--- config.mk ---
export PLATFORM = sky130hd
export DESIGN_NAME = vpf_queue
export DESIGN_NICKNAME = d
export VERILOG_FILES = /design/src/design/vpf_pkg.sv /design/src/design/vpf_queue.sv
export SDC_FILE = /design/constraint.sdc
export NUM_CORES = 1
export LEC_CHECK = 0
export ABC_AREA = 1
export BUFFER_PORTS_ARGS = -buffer_cell sky130_fd_sc_hd__buf_2
export CAP_MARGIN = 25
export CORE_ASPECT_RATIO = 0.8
export CORE_UTILIZATION = 35
export DETAILED_ROUTE_END_ITERATION = 12
export PLACE_DENSITY = 0.61
export SLEW_MARGIN = 20
export SYNTH_ARGS = -nofsm -noshare
export SYNTH_HDL_FRONTEND = slang
export SYNTH_SLANG_ARGS = --single-unit
--- constraint.sdc ---
create_clock -name clk -period 2 [get_ports clk]
set_clock_uncertainty 0.2 [all_clocks]
set_input_delay 0 -clock clk [delete_from_list [all_inputs] [get_ports clk]]
set_output_delay 0 -clock clk [all_outputs]
set_load 0.02 [all_outputs]
--- src/design/vpf_pkg.sv ---
// Package for the video packet framer: payload and result types, frame
// constants, queue sizing. No dependencies.
`timescale 1ns / 1ps
`default_nettype none
package vpf_pkg;

    localparam int BUF_BYTES = 262144;
    localparam int ADDR_W    = $clog2(BUF_BYTES);
    localparam int CNT_W     = $clog2(BUF_BYTES + 1);
    localparam int HDR_LEN   = 16;
    localparam int QDEPTH    = 4;
    localparam int QPTR_W    = $clog2(QDEPTH);
    localparam int QCNT_W    = $clog2(QDEPTH + 1);

    localparam logic [15:0] SEQ_LAST  = 16'hFFFE;
    localparam logic [7:0]  CODE_TV   = 8'h11;
    localparam logic [7:0]  CODE_IR   = 8'h22;
    localparam logic [7:0]  PAD_BYTE  = 8'hFF;

    typedef enum logic {
        OP_LOAD = 1'b0,
        OP_PULL = 1'b1
    } vpf_op_t;

    typedef enum logic [1:0] {
        KIND_BYTE     = 2'd0,
        KIND_OVERSIZE = 2'd1,
        KIND_PAUSED   = 2'd2,
        KIND_BUSY     = 2'd3
    } vpf_kind_t;

    typedef struct packed {
        logic       op;
        logic [7:0] payload_byte;
        logic       has_byte;
        logic       channel;
        logic       last;
    } vpf_in_t;

    typedef struct packed {
        logic [7:0] out_byte;
        logic       frame_last;
        logic [1:0] kind;
    } vpf_out_t;

    // result issued by the front; the byte comes from the store when from_mem
    typedef struct packed {
        vpf_out_t res;
        logic     from_mem;
    } vpf_cmd_t;

    typedef struct packed {
        logic full;
        logic almost_full;
    } vpf_qstat_t;

endpackage
`default_nettype wire

--- src/design/vpf_queue.sv ---
// Short result queue between the front end and the output stage.
// Uses vpf_pkg.
`timescale 1ns / 1ps
`default_nettype none
module vpf_queue (
    input  wire logic                clk,
    input  wire logic                rst_n,
    input  wire logic                push,
    input  wire vpf_pkg::vpf_out_t   push_data,
    input  wire logic                pop,
    output logic                     q_valid,
    output vpf_pkg::vpf_out_t        q_data,
    output vpf_pkg::vpf_qstat_t      qstat
);

    vpf_pkg::vpf_out_t entry_reg [vpf_pkg::QDEPTH];
    logic [vpf_pkg::QPTR_W-1:0] wr_ptr_reg, wr_ptr_next;
    logic [vpf_pkg::QPTR_W-1:0] rd_ptr_reg, rd_ptr_next;
    logic [vpf_pkg::QCNT_W-1:0] count_reg, count_next;

    assign q_valid           = count_reg != '0;
    assign q_data            = entry_reg[rd_ptr_reg];
    assign qstat.full        = count_reg == vpf_pkg::QCNT_W'(vpf_pkg::QDEPTH);
    assign qstat.almost_full = count_reg >= vpf_pkg::QCNT_W'(vpf_pkg::QDEPTH - 1);

    always_comb
    begin
        wr_ptr_next = push ? wr_ptr_reg + 1'b1 : wr_ptr_reg;
        rd_ptr_next = pop ? rd_ptr_reg + 1'b1 : rd_ptr_reg;
        count_next  = count_reg + {{(vpf_pkg::QCNT_W-1){1'b0}}, push}
                      - {{(vpf_pkg::QCNT_W-1){1'b0}}, pop};
    end

    always_ff @(posedge clk or negedge rst_n)
    begin
        if (!rst_n)
        begin
            wr_ptr_reg <= '0;
            rd_ptr_reg <= '0;
            count_reg  <= '0;
        end
        else
        begin
            wr_ptr_reg <= wr_ptr_next;
            rd_ptr_reg <= rd_ptr_next;
            count_reg  <= count_next;
        end
    end

    always_ff @(posedge clk)
    begin
        if (push)
            entry_reg[wr_ptr_reg] <= push_data;
    end

endmodule
`default_nettype wire

==> impl_metrics.json <==
{
  "synth_nets": 240,
  "crit_chain": "inv_1 > ha_1 > inv_1 > ha_1 > inv_1 > fa_1 > xnor2_1",
  "fillers": 587,
  "worst_setup_path_start_kind": "flip-flop",
  "wl_per_cell_um": 11.1,
  "drt_pass1_iterations": 4,
  "io-pin-count": 29,
  "die_h_um": 74.2,
  "cpPeakStageDelay_ns": 0.39,
  "fin_cells": 347,
  "worstPathRequired_ns": 1.98,
  "grt_max_degree": 25,
  "ff2ff_setup_slack_ns": 0.26,
  "syn_area_per_cell_um2": 10.5,
  "timing.fmax_mhz": 574,
  "layout_common_cells": "63 x nand2_1, 56 x inv_1, 44 x edfxtp_1",
  "hold_viol": 0,
  "min_path_type": "primary input to flip-flop",
  "initialDrtViolationCount": 50,
  "cts.htree.levels": 2,
  "viasPerCell": 4.17,
  "finalWirelength_mm": 3.85,
  "synth_cell_type_count": 18,
  "core_um2": 6100,
  "rows": 25,
  "track_usage_pct": 12.9,
  "ys_seq_area_share_pct": 65.6,
  "dieWidth_um": 92.3,
  "reg2reg_from": "count_reg[0]$_DFF_PN0_",
  "post_cts_resized": 0,
  "p_total_mw": 3.58,
  "mostFrequentLayoutCell": "nand2_1",
  "path_buf_inv": 3,
  "cts_inserted_buffers": 5,
  "syn_to_final_growth_pct": 20.1,
  "finalNetCount": 288,
  "cts-root-buf": "clkbuf_8",
  "drv_cap": 0,
  "design_area_um2": 2740,
  "cp_data_arrival_time_ns": 1.72,
  "hp-start": "push_data[6]",
  "max_slew_margin_pct": 68.1,
  "path_class": "flip-flop to flip-flop",
  "clk_latency_ns": 0.29,
  "floorplan.initialDensity_pct": 37.4,
  "grt-ovfl-total": 0,
  "status": "completed",
  "netlist_area_um2": 2280,
  "place_ws_ns": 0.261,
  "fin_ws_ns": 0.258,
  "reg2regPathDepth": 7,
  "setup.worst_path.start": "count_reg[0]$_DFF_PN0_",
  "finalSetupViolCount": 0,
  "slew_violations": 0,
  "dpl-instance-area_um2": 2500,
  "post-route-util_pct": 44.9,
  "r2r_end": "count_reg[2]$_DFF_PN0_",
  "placed_cells": 324,
  "die_area_um2": 6850,
  "holdWs_ns": 0.257,
  "crit_family": "adder cells",
  "antenna_left": 0,
  "ctsLongestPathBuffers": 2,
  "clock_sinks": 51,
  "grt_pass1_wl_mm": 6.52,
  "yosysWarnings": 0,
  "path_depth": 7,
  "cpMaxStageDelayCell": "dfrtp_1",
  "tns_ns": 0,
  "drive_above_1_share_pct": 15.4,
  "drc_errors": 0,
  "synthCells": 217,
  "vias": 1447,
  "final.min_clock_period_ns": 1.74,
  "cp_max_fo": 4,
  "antenna_found_initial": 0,
  "cts_tree": "built",
  "p_per_area_nw_per_um2": 1310,
  "finalCritPeriodShare_pct": 87.1,
  "place.port_buffers": 28,
  "ys_ff_latch": 51,
  "hold_depth": 2,
  "antenna_cells": 0,
  "largest_reg_flops": 44,
  "critPathMostFrequentCell": "inv_1",
  "p_leak_nw": 1.33,
  "endpoint_kind": "flip-flop",
  "grt_pass1_vias": 1361,
  "rsz0062_at_grt": "no",
  "hpwl_mm": 2.54,
  "worstMarginPinSlew_ns": 0.477,
  "clk_pin_slew_worst_paths_ns": 0.08,
  "postCtsSetupBuffers": 0,
  "finalWeightedCongestion": 0.689,
  "ir_worst_vdd_v": 0.000434,
  "min_to": "entry_reg[3][6]$_DFFE_PP_",
  "holdBufCountCts": 15
}
-- final cells by class --
class                           count  area [um^2]  area share, %
Sequential cell                    51         1500           54.6
Tap cell                           81          101           3.70
Clock buffer                        6         72.6           2.65
Timing Repair Buffer               49          335           12.2
Clock inverter                      2         12.5          0.457
Multi-Input combinational cell    101          508           18.5
Inverter                           57          214           7.81
-- how the worst max path moves through the flow --
| stage | endpoint | slack (ns) |
|---|---|---|
| 6_report | count_reg[2]$_DFF_PN0_ | 0.26 |
| 5_1_grt | count_reg[2]$_DFF_PN0_ | 0.14 |
| 4_1_cts | count_reg[2]$_DFF_PN0_ | 0.25 |
| 3_5_place_dp | count_reg[1]$_DFF_PN0_ | 0.26 |
| 2_1_floorplan | count_reg[2]$_DFF_PN0_ | 0.33 |
| 3_3_place_gp | count_reg[1]$_DFF_PN0_ | 0.30 |
-- layer usage --
layer  GRT usage (%)  up-vias  share of wire (%)
met2            22.6       25                 49
met1            15.6      661                 47
met5               0        -                  0
met4            5.90        0                1.5
met3            2.66        5                3.2
li1                -      756                  -
-- cell families after synthesis --
| kind of cell | Yosys count | synth area share, % |
|---|---|---|
| buf+inv | 65 | 12.2 |
| fa+ha+maj | 8 | 4.71 |
| simple gates | 87 | 15.6 |
| xor+xnor | 4 | 1.54 |
| flops | 51 | 65.6 |
| compound gates | 2 | 0.438 |
-- cells in the mapped netlist --
cell type / count / area (um^2)
nor2_1: 1 / 3.75
xnor2_1: 1 / 8.76
buf_6: 3 / 33.8
o21ai_0: 1 / 5.00
clkbuf_2: 1 / 5.00
ha_1: 7 / 87.6
nor3_1: 1 / 5.00
inv_2: 1 / 3.75
buf_4: 2 / 15.0
o21ai_1: 1 / 5.00
fa_1: 1 / 20.0
inv_1: 56 / 210
dfrtp_1: 7 / 175
edfxtp_1: 44 / 1320
xor2_1: 3 / 26.3
nand3_1: 22 / 110
buf_2: 2 / 10.0
nand2_1: 63 / 236
-- report_power, final --
part,switching (mW),leakage [nW],internal [mW]
clock network,0.309,0.0428,0.245
logic,1.00,0.799,0.514
registers,0.0900,0.486,1.42
total,1.40,1.33,2.18
Note: power is estimated with default switching activity, not from simulation.
