**config.mk**
```make
export PLATFORM = sky130hd
export DESIGN_NAME = vpf_back
export DESIGN_NICKNAME = d
export VERILOG_FILES = /design/src/design/vpf_pkg.sv /design/src/design/vpf_back.sv
export SDC_FILE = /design/constraint.sdc
export NUM_CORES = 1
export LEC_CHECK = 0
export ABC_AREA = 0
export BUFFER_PORTS_ARGS = -buffer_cell sky130_fd_sc_hd__buf_2
export CORE_AREA = 5 5 42 44
export DETAILED_ROUTE_END_ITERATION = 12
export DIE_AREA = 0 0 47 49
export PLACE_DENSITY = 0.65
export SYNTH_ARGS = -nofsm -noshare
export SYNTH_HDL_FRONTEND = slang
export SYNTH_SLANG_ARGS = --single-unit
```
**constraint.sdc**
```tcl
create_clock -name clk -period 3 [get_ports clk]
set_clock_uncertainty 0.05 [all_clocks]
set_input_delay 0.45 -clock clk [delete_from_list [all_inputs] [get_ports clk]]
set_output_delay 0.45 -clock clk [all_outputs]
set_load 0.05 [all_outputs]
```
**src/design/vpf_pkg.sv**
```systemverilog
// Package for the video packet framer: payload and result types, frame
// constants, queue sizing. No dependencies.
`timescale 1ns / 1ps
`default_nettype none
package vpf_pkg;

    localparam int BUF_BYTES = 262144;
    localparam int ADDR_W    = $clog2(BUF_BYTES);
    localparam int CNT_W     = $clog2(BUF_BYTES + 1);
    localparam int HDR_LEN   = 16;
    localparam int QDEPTH    = 4;
    localparam int QPTR_W    = $clog2(QDEPTH);
    localparam int QCNT_W    = $clog2(QDEPTH + 1);

    localparam logic [15:0] SEQ_LAST  = 16'hFFFE;
    localparam logic [7:0]  CODE_TV   = 8'h11;
    localparam logic [7:0]  CODE_IR   = 8'h22;
    localparam logic [7:0]  PAD_BYTE  = 8'hFF;

    typedef enum logic {
        OP_LOAD = 1'b0,
        OP_PULL = 1'b1
    } vpf_op_t;

    typedef enum logic [1:0] {
        KIND_BYTE     = 2'd0,
        KIND_OVERSIZE = 2'd1,
        KIND_PAUSED   = 2'd2,
        KIND_BUSY     = 2'd3
    } vpf_kind_t;

    typedef struct packed {
        logic       op;
        logic [7:0] payload_byte;
        logic       has_byte;
        logic       channel;
        logic       last;
    } vpf_in_t;

    typedef struct packed {
        logic [7:0] out_byte;
        logic       frame_last;
        logic [1:0] kind;
    } vpf_out_t;

    // result issued by the front; the byte comes from the store when from_mem
    typedef struct packed {
        vpf_out_t res;
        logic     from_mem;
    } vpf_cmd_t;

    typedef struct packed {
        logic full;
        logic almost_full;
    } vpf_qstat_t;

endpackage
`default_nettype wire

```
**src/design/vpf_back.sv**
```systemverilog
// Output stage: drains the result queue into the output register.
// Uses vpf_pkg.
`timescale 1ns / 1ps
`default_nettype none
module vpf_back (
    input  wire logic              clk,
    input  wire logic              rst_n,
    input  wire logic              q_valid,
    input  wire vpf_pkg::vpf_out_t q_data,
    output logic                   pop,
    output logic                   out_valid,
    input  wire logic              out_ready,
    output vpf_pkg::vpf_out_t      out_item
);

    logic              valid_reg, valid_next;
    vpf_pkg::vpf_out_t data_reg;

    assign pop        = q_valid && (!valid_reg || out_ready);
    assign valid_next = pop || (valid_reg && !out_ready);
    assign out_valid  = valid_reg;
    assign out_item   = data_reg;

    always_ff @(posedge clk or negedge rst_n)
    begin
        if (!rst_n)
            valid_reg <= 1'b0;
        else
            valid_reg <= valid_next;
    end

    always_ff @(posedge clk)
    begin
        if (pop)
            data_reg <= q_data;
    end

endmodule
`default_nettype wire

```
==> results by group, run 1 <==
Outcome
  • Outcome: finished, final reports clean

GRT
  • Global route overflow: 0
  • Initial antenna violation count: 0
  • Vias in the first global route: between 200 and 300
  • Largest net degree at the start of global routing: 13
  • GRT Overall Usage: 6.47%
  • First-pass GRT wire length: approximately 1 mm

Cells and area
  • Final Instance Count excl. Fillers: 63
  • Share of cells above drive strength 1: about two thirds
  • Final #Nets: 63
  • ANT cells: 0
  • Area delta synth->final: 53.8%

Synth
  • Seq/Total Area, Yosys: 95.0%
  • Unique cell type count in the Yosys netlist: 4
  • Synth area leader: edfxtp_1
  • Primary FF master, synth: edfxtp_1
  • Area share of the largest cell type after synthesis: about nine tenths
  • Number of enable flip-flop cells after synthesis: 11
  • Warnings, synthesis: 0
  • Synth cell count leaders: edfxtp_1, nand2b_1, and2_1, dfrtp_1
  • Yosys reg bits: 12
  • Gate Count Post-Synth: 15
  • Most common cell in the netlist: edfxtp_1
  • Synth Net Count: 30
  • Top cells by area, synth: edfxtp_1, dfrtp_1, nand2b_1
  • Syn Std Cell Area: 374 µm²
  • Average size of a mapped cell: around 25 µm²
  • Ys async rst share: 8.33%

Route
  • Initial DRC Count: 3
  • Vias per Instance: roughly 3.7
  • DRC: 0
  • WL final: 668 µm
  • Detail Route Antenna Nets: 0
  • Router iterations before antenna repair: 3
  • Vias: approximately 230
  • Per-cell routed wire length: 10.6 µm

STA
  • Max_slew headroom: 68.1%
  • Final Setup Violations: 0
  • Fin. max-slew vios: 0
  • Final min period: 2.02 ns
  • Setup Total Neg Slack: 0 ns
  • Unrepaired setup endpoints after global routing: no
  • Slew @ Worst Pin: 0.479 ns
  • Hold slack final: 0.308 ns
  • Period utilization: 67.3%
  • Hold Vio Cnt, Final: 0
  • FMAX: ~0.50 GHz

Clock tree
  • Clock Root Buffer: clkbuf_4
  • Num Clock Sinks: 12
  • Post-CTS setup buffers: 0
  • CTS tree: done
  • Clk_lat worst skew: 0.26 ns
  • Num CTS Buffers: 3
  • Clk buf depth: 2
  • H-tree Lvls: 1
  • Clk slew on worst S/H paths: ~0.070 ns

Power
  • Pleak: about 0.25 nW
  • NetSw: ~96 µW
  • Sequential Power Share: 51.9%
  • Pwr dens: 656 nW/µm²
  • Comb pwr share: 15.7%
  • Sw frac: 25.3%
  • Internal power: 282 µW
  • Proportion of power drawn by the clock network: 32.5%
  • Maximum VDD drop: approximately 0.00028 V

Run
  • Max Cap Viol: 0

Floorplan
  • Starting Density: roughly a quarter
  • Site Rows: 14
  • Die H: 49 µm
  • Die Span X: 47 µm
  • Die Footprint: 2300 µm²
  • Core ar.: 1400 µm²
  • Num ports: 28

Setup path
  • Crit-path max FO: 12
  • Crit start category: flip-flop
  • CP endpoint kind: primary output
  • CP required: 2.50 ns
  • Critical Path AT: 1.52 ns
  • Crit Path Class: reg2out

Placement
  • Inst Count DP: 58
  • Port Buffers: 27
  • Routability Congestion: about 0.57

Hold path
  • Hold crit path type: in2reg
routing by layer:
| layer | wire [µm] | vias up | track usage (%) |
|---|---|---|---|
| li1 | - | 123 | - |
| met1 | 261 | 94 | 7.51 |
| met2 | 306 | 16 | 9.05 |
| met3 | 100 | 0 | 2.21 |
| met4 | 0 | 0 | 5.53 |
| met5 | 0 | - | 0 |
worst paths after layout:
kind,from,endpoint,slack (ns),cells past startpoint
worst max-delay path,out_valid$_DFF_PN0_,pop,0.98,3
worst min-delay path,q_data[4],out_item[4]$_DFFE_PP_,0.31,1
worst max register to register,out_valid$_DFF_PN0_,out_item[6]$_DFFE_PP_,1.70,2
worst min register to register,out_valid$_DFF_PN0_,out_valid$_DFF_PN0_,0.47,2
max in group asynchronous,rst_n,out_valid$_DFF_PN0_,2.38,2
min in group asynchronous,rst_n,out_valid$_DFF_PN0_,0.43,2
registers in the layout (all words and copies together), names as in the netlist:
signal / cells
out_item: 11
out_valid: 1
cell usage in the layout, fill, tap and decap left out:
cell type      instances
edfxtp_1              11
clkbuf_4               3
nand2b_1               2
buf_2                 27
clkbuf_8               1
dfrtp_1                1
and2_1                 1
dlygate4sd3_1          1
critical path, cell delays in order, from the launching register on:
cell and delay [ns]:
dfrtp_1 0.39, nand2b_1 0.08, and2_1 0.43, buf_2 0.36
timing repair:
action,CTS,global route
endpoints found under the hold margin,1,0
setup endpoints to repair,0,0
resized for setup,0,0
hold buffers,1,0
cell type report:
type | count | area (µm²)
clock buffer | 4 | 36.3
tap | 16 | 20.0
timing repair buffer | 28 | 145
multi-input combinational | 3 | 18.8
fill | 139 | 826
sequential | 12 | 355
cell families after synthesis:
group	Yosys count	share of synthesized area, %
flip-flops	12	95.0
AND/OR/NAND/NOR	3	5.02
power by group through the flow:
stage                     registers, mW  logic, mW  clock network [mW]
after floorplan                   0.232    0.00795                   0
after global placement            0.199     0.0588                   0
after detailed placement          0.200     0.0588                   0
after CTS                         0.196     0.0598               0.127
after global routing              0.197     0.0622               0.138
final                             0.196     0.0591               0.123
metrics by stage:
| step | instance area, µm² | worst slack (ns) | utilization [%] | power, mW |
|---|---|---|---|---|
| after floorplan | 374 | 1.12 | - | 0.240 |
| after global placement | 529 | 1.09 | 37.8 | 0.258 |
| after detailed placement | 529 | 1.07 | 37.8 | 0.258 |
| after CTS | 576 | 0.948 | 41.1 | 0.382 |
| after global routing | 576 | 0.859 | 41.1 | 0.396 |
| final | 576 | 0.981 | 41.1 | 0.377 |
Power figures use the tool's default switching activity.
==> inputs of run 2 (changes only) <==
clock period = 2.06 ns   (was 3 ns; I/O delays follow)
==> run 2 against run 1 <==
- non-clock buffer count unchanged
- clock-buffer cell count is the same
- global-route usage rose by 0.79 points
- first-iteration DRC count fell by 67%
- critical path depth unchanged
- utilization unchanged
- flip-flop and latch count stayed put
- cell count unchanged
- register-to-register slack got worse by 0.94 ns
- largest power group unchanged
- die area unchanged
- power is 46% higher
==> results by group, run 2 (synthesized netlist as in run 1, its figures left out) <==
Setup path
  • CP endpoint kind: primary output
  • Worst R2R Start: out_valid$_DFF_PN0_
  • Crit start category: flip-flop
  • Critical Path AT: 1.52 ns (about the same)
  • Crit Path Class: reg2out
  • CP required: 1.70 ns (-0.80 ns)
  • Crit-path max FO: 12 (unchanged)
  • Worst Setup SP: out_valid$_DFF_PN0_

Clock tree
  • CTS tree: done
  • Num Clock Sinks: 12 (unchanged)
  • Clk buf depth: 2 (unchanged)
  • Num CTS Buffers: 3 (unchanged)
  • H-tree Lvls: 1 (unchanged)
  • Clk slew on worst S/H paths: 0.07 ns (about the same)
  • Clock Root Buffer: clkbuf_4
  • Clk_lat worst skew: 0.26 ns (about the same)
  • PostCTS Resize Cnt: 0 (unchanged)

STA
  • Fin. max-slew vios: 0 (unchanged)
  • Worst Slack Setup Final: 0.177 ns (-0.804 ns)
  • Unrepaired setup endpoints after global routing: no
  • Hold Vio Cnt, Final: 0 (unchanged)
  • Final min period: 1.88 ns
  • Period utilization: 91.4%
  • Final Setup Violations: 0 (unchanged)
  • Slew @ Worst Pin: 0.488 ns (+0.00897 ns)
  • Hold slack final: 0.165 ns (-0.143 ns)
  • Setup Total Neg Slack: 0 ns (unchanged)
  • Max_slew headroom: 67.5% (-0.60 points)
  • FMAX: 0.531 GHz

Power
  • Maximum VDD drop: 0.000291 V (+2.9%)
  • Total power: 552 µW (+46%)
  • Pwr dens: 960 nW/µm² (+46%)
  • Pleak: 0.255 nW (unchanged)

Floorplan
  • Die Span X: 47 µm (unchanged)
  • Starting Density: 26.7% (unchanged)
  • Num ports: 28 (unchanged)
  • Site Rows: 14 (unchanged)
  • Die H: 49 µm (unchanged)
  • Die Footprint: 2300 µm² (unchanged)
  • Core ar.: 1400 µm² (unchanged)

Outcome
  • Outcome: finished, final reports clean

Route
  • Vias: 247 (+6.0%)
  • Initial DRC Count: 1 (-2)
  • DRC: 0 (unchanged)
  • Vias per Instance: 3.92 (+6.0%)
  • Detail Route Antenna Nets: 0 (unchanged)
  • WL final: 756 µm (+13%)
  • Router iterations before antenna repair: 2 (-1)
  • Per-cell routed wire length: 12.0 µm (+13%)

Cells and area
  • Fillers: 137 (-1.4%)
  • ANT cells: 0 (unchanged)
  • Share of cells above drive strength 1: 66.0% (unchanged)
  • Commonest cells after routing, fill and taps aside: buf_2, edfxtp_1, clkbuf_4
  • Multi-input gate area in the final layout: 18.8 µm² (unchanged)
  • Sequential cell area: 355 µm² (unchanged)
  • Final Instance Count excl. Fillers: 63 (unchanged)
  • Max reg flops: 11 (unchanged)
  • Commonest non-fill, non-tap cell in the layout: buf_2
  • Final #Nets: 63 (unchanged)
  • Area delta synth->final: 53.8% (unchanged)

Placement
  • Inst Count DP: 58 (unchanged)
  • Port Buffers: 27 (unchanged)
  • DP Worst Slack: 0.385 ns (-0.690 ns)
  • Routability Congestion: 0.588 (+2.8%)
  • Dpl hpwl: ~620 µm

Run
  • Max Cap Viol: 0 (unchanged)

GRT
  • Largest net degree at the start of global routing: 13 (unchanged)
  • GRT Overall Usage: 7.26% (+0.79 points)
  • Initial antenna violation count: 0 (unchanged)
  • First-pass GRT wire length: 1.14 mm (+11%)
  • Vias in the first global route: 277 (+9.9%)
  • Global route overflow: 0 (unchanged)

Hold path
  • Hold crit path type: in2reg
  • Hold Path Origin: q_data[8]
-- run 2: cell counts in the layout (fill, tap and decap cells not counted) --
No cell type changed its count.
-- run 2: worst paths after layout --
| path | endpoint | slack, ns | cells past startpoint |
|---|---|---|---|
| hold reg to reg | out_valid$_DFF_PN0_ | 0.47 | 2 |
| setup / recovery | pop | 0.18 | 3 |
| setup reg to reg | out_item[10]$_DFFE_PP_ | 0.76 | 2 |
| min in group asynchronous | out_valid$_DFF_PN0_ | 0.30 | 2 |
| max in group asynchronous | out_valid$_DFF_PN0_ | 1.57 | 2 |
| hold / removal | out_item[8]$_DFFE_PP_ | 0.16 | 1 |
-- run 2: routing by layer --
layer / track usage [%] / part of all wire, % / wire (µm) / vias to the layer above
li1: - / - / - / 119
met1: 8.45 / 36 / 275 / 112
met2: 11.1 / 52 / 392 / 16
met4: 4.15 / 0 / 0 / 0
met3: 2.58 / 12 / 88 / 0
met5: 0 / 0 / 0 / -
-- run 2: layout make-up --
cell class,count,share of cell area [%]
Tap cell,16,3.48
Multi-Input combinational cell,3,3.26
Sequential cell,12,61.7
Clock buffer,4,6.30
Timing Repair Buffer,28,25.2
-- run 2: report_power, final --
group | internal (mW) | switching (mW)
Combinational | 0.0214 | 0.0658
Sequential | 0.282 | 0.00302
Clock | 0.107 | 0.0730
Total | 0.411 | 0.142
-- run 2: stage by stage --
step | util (%) | instance area, µm²
2_1_floorplan | - | 374
3_3_place_gp | 37.8 | 529
5_1_grt | 41.1 | 576
4_1_cts | 41.1 | 576
3_5_place_dp | 37.8 | 529
6_report | 41.1 | 576
-- run 2: critical path, stage by stage (launching register included) --
cell      delay, ns
dfrtp_1        0.38
nand2b_1       0.08
and2_1         0.44
buf_2          0.36
-- run 2: timing repair --
| item | in CTS | in global routing |
|---|---|---|
| buffers inserted | 0 | 0 |
| setup endpoints to repair | 0 | 0 |
| hold buffers | 1 | 0 |
| hold endpoints to repair | 1 | 0 |
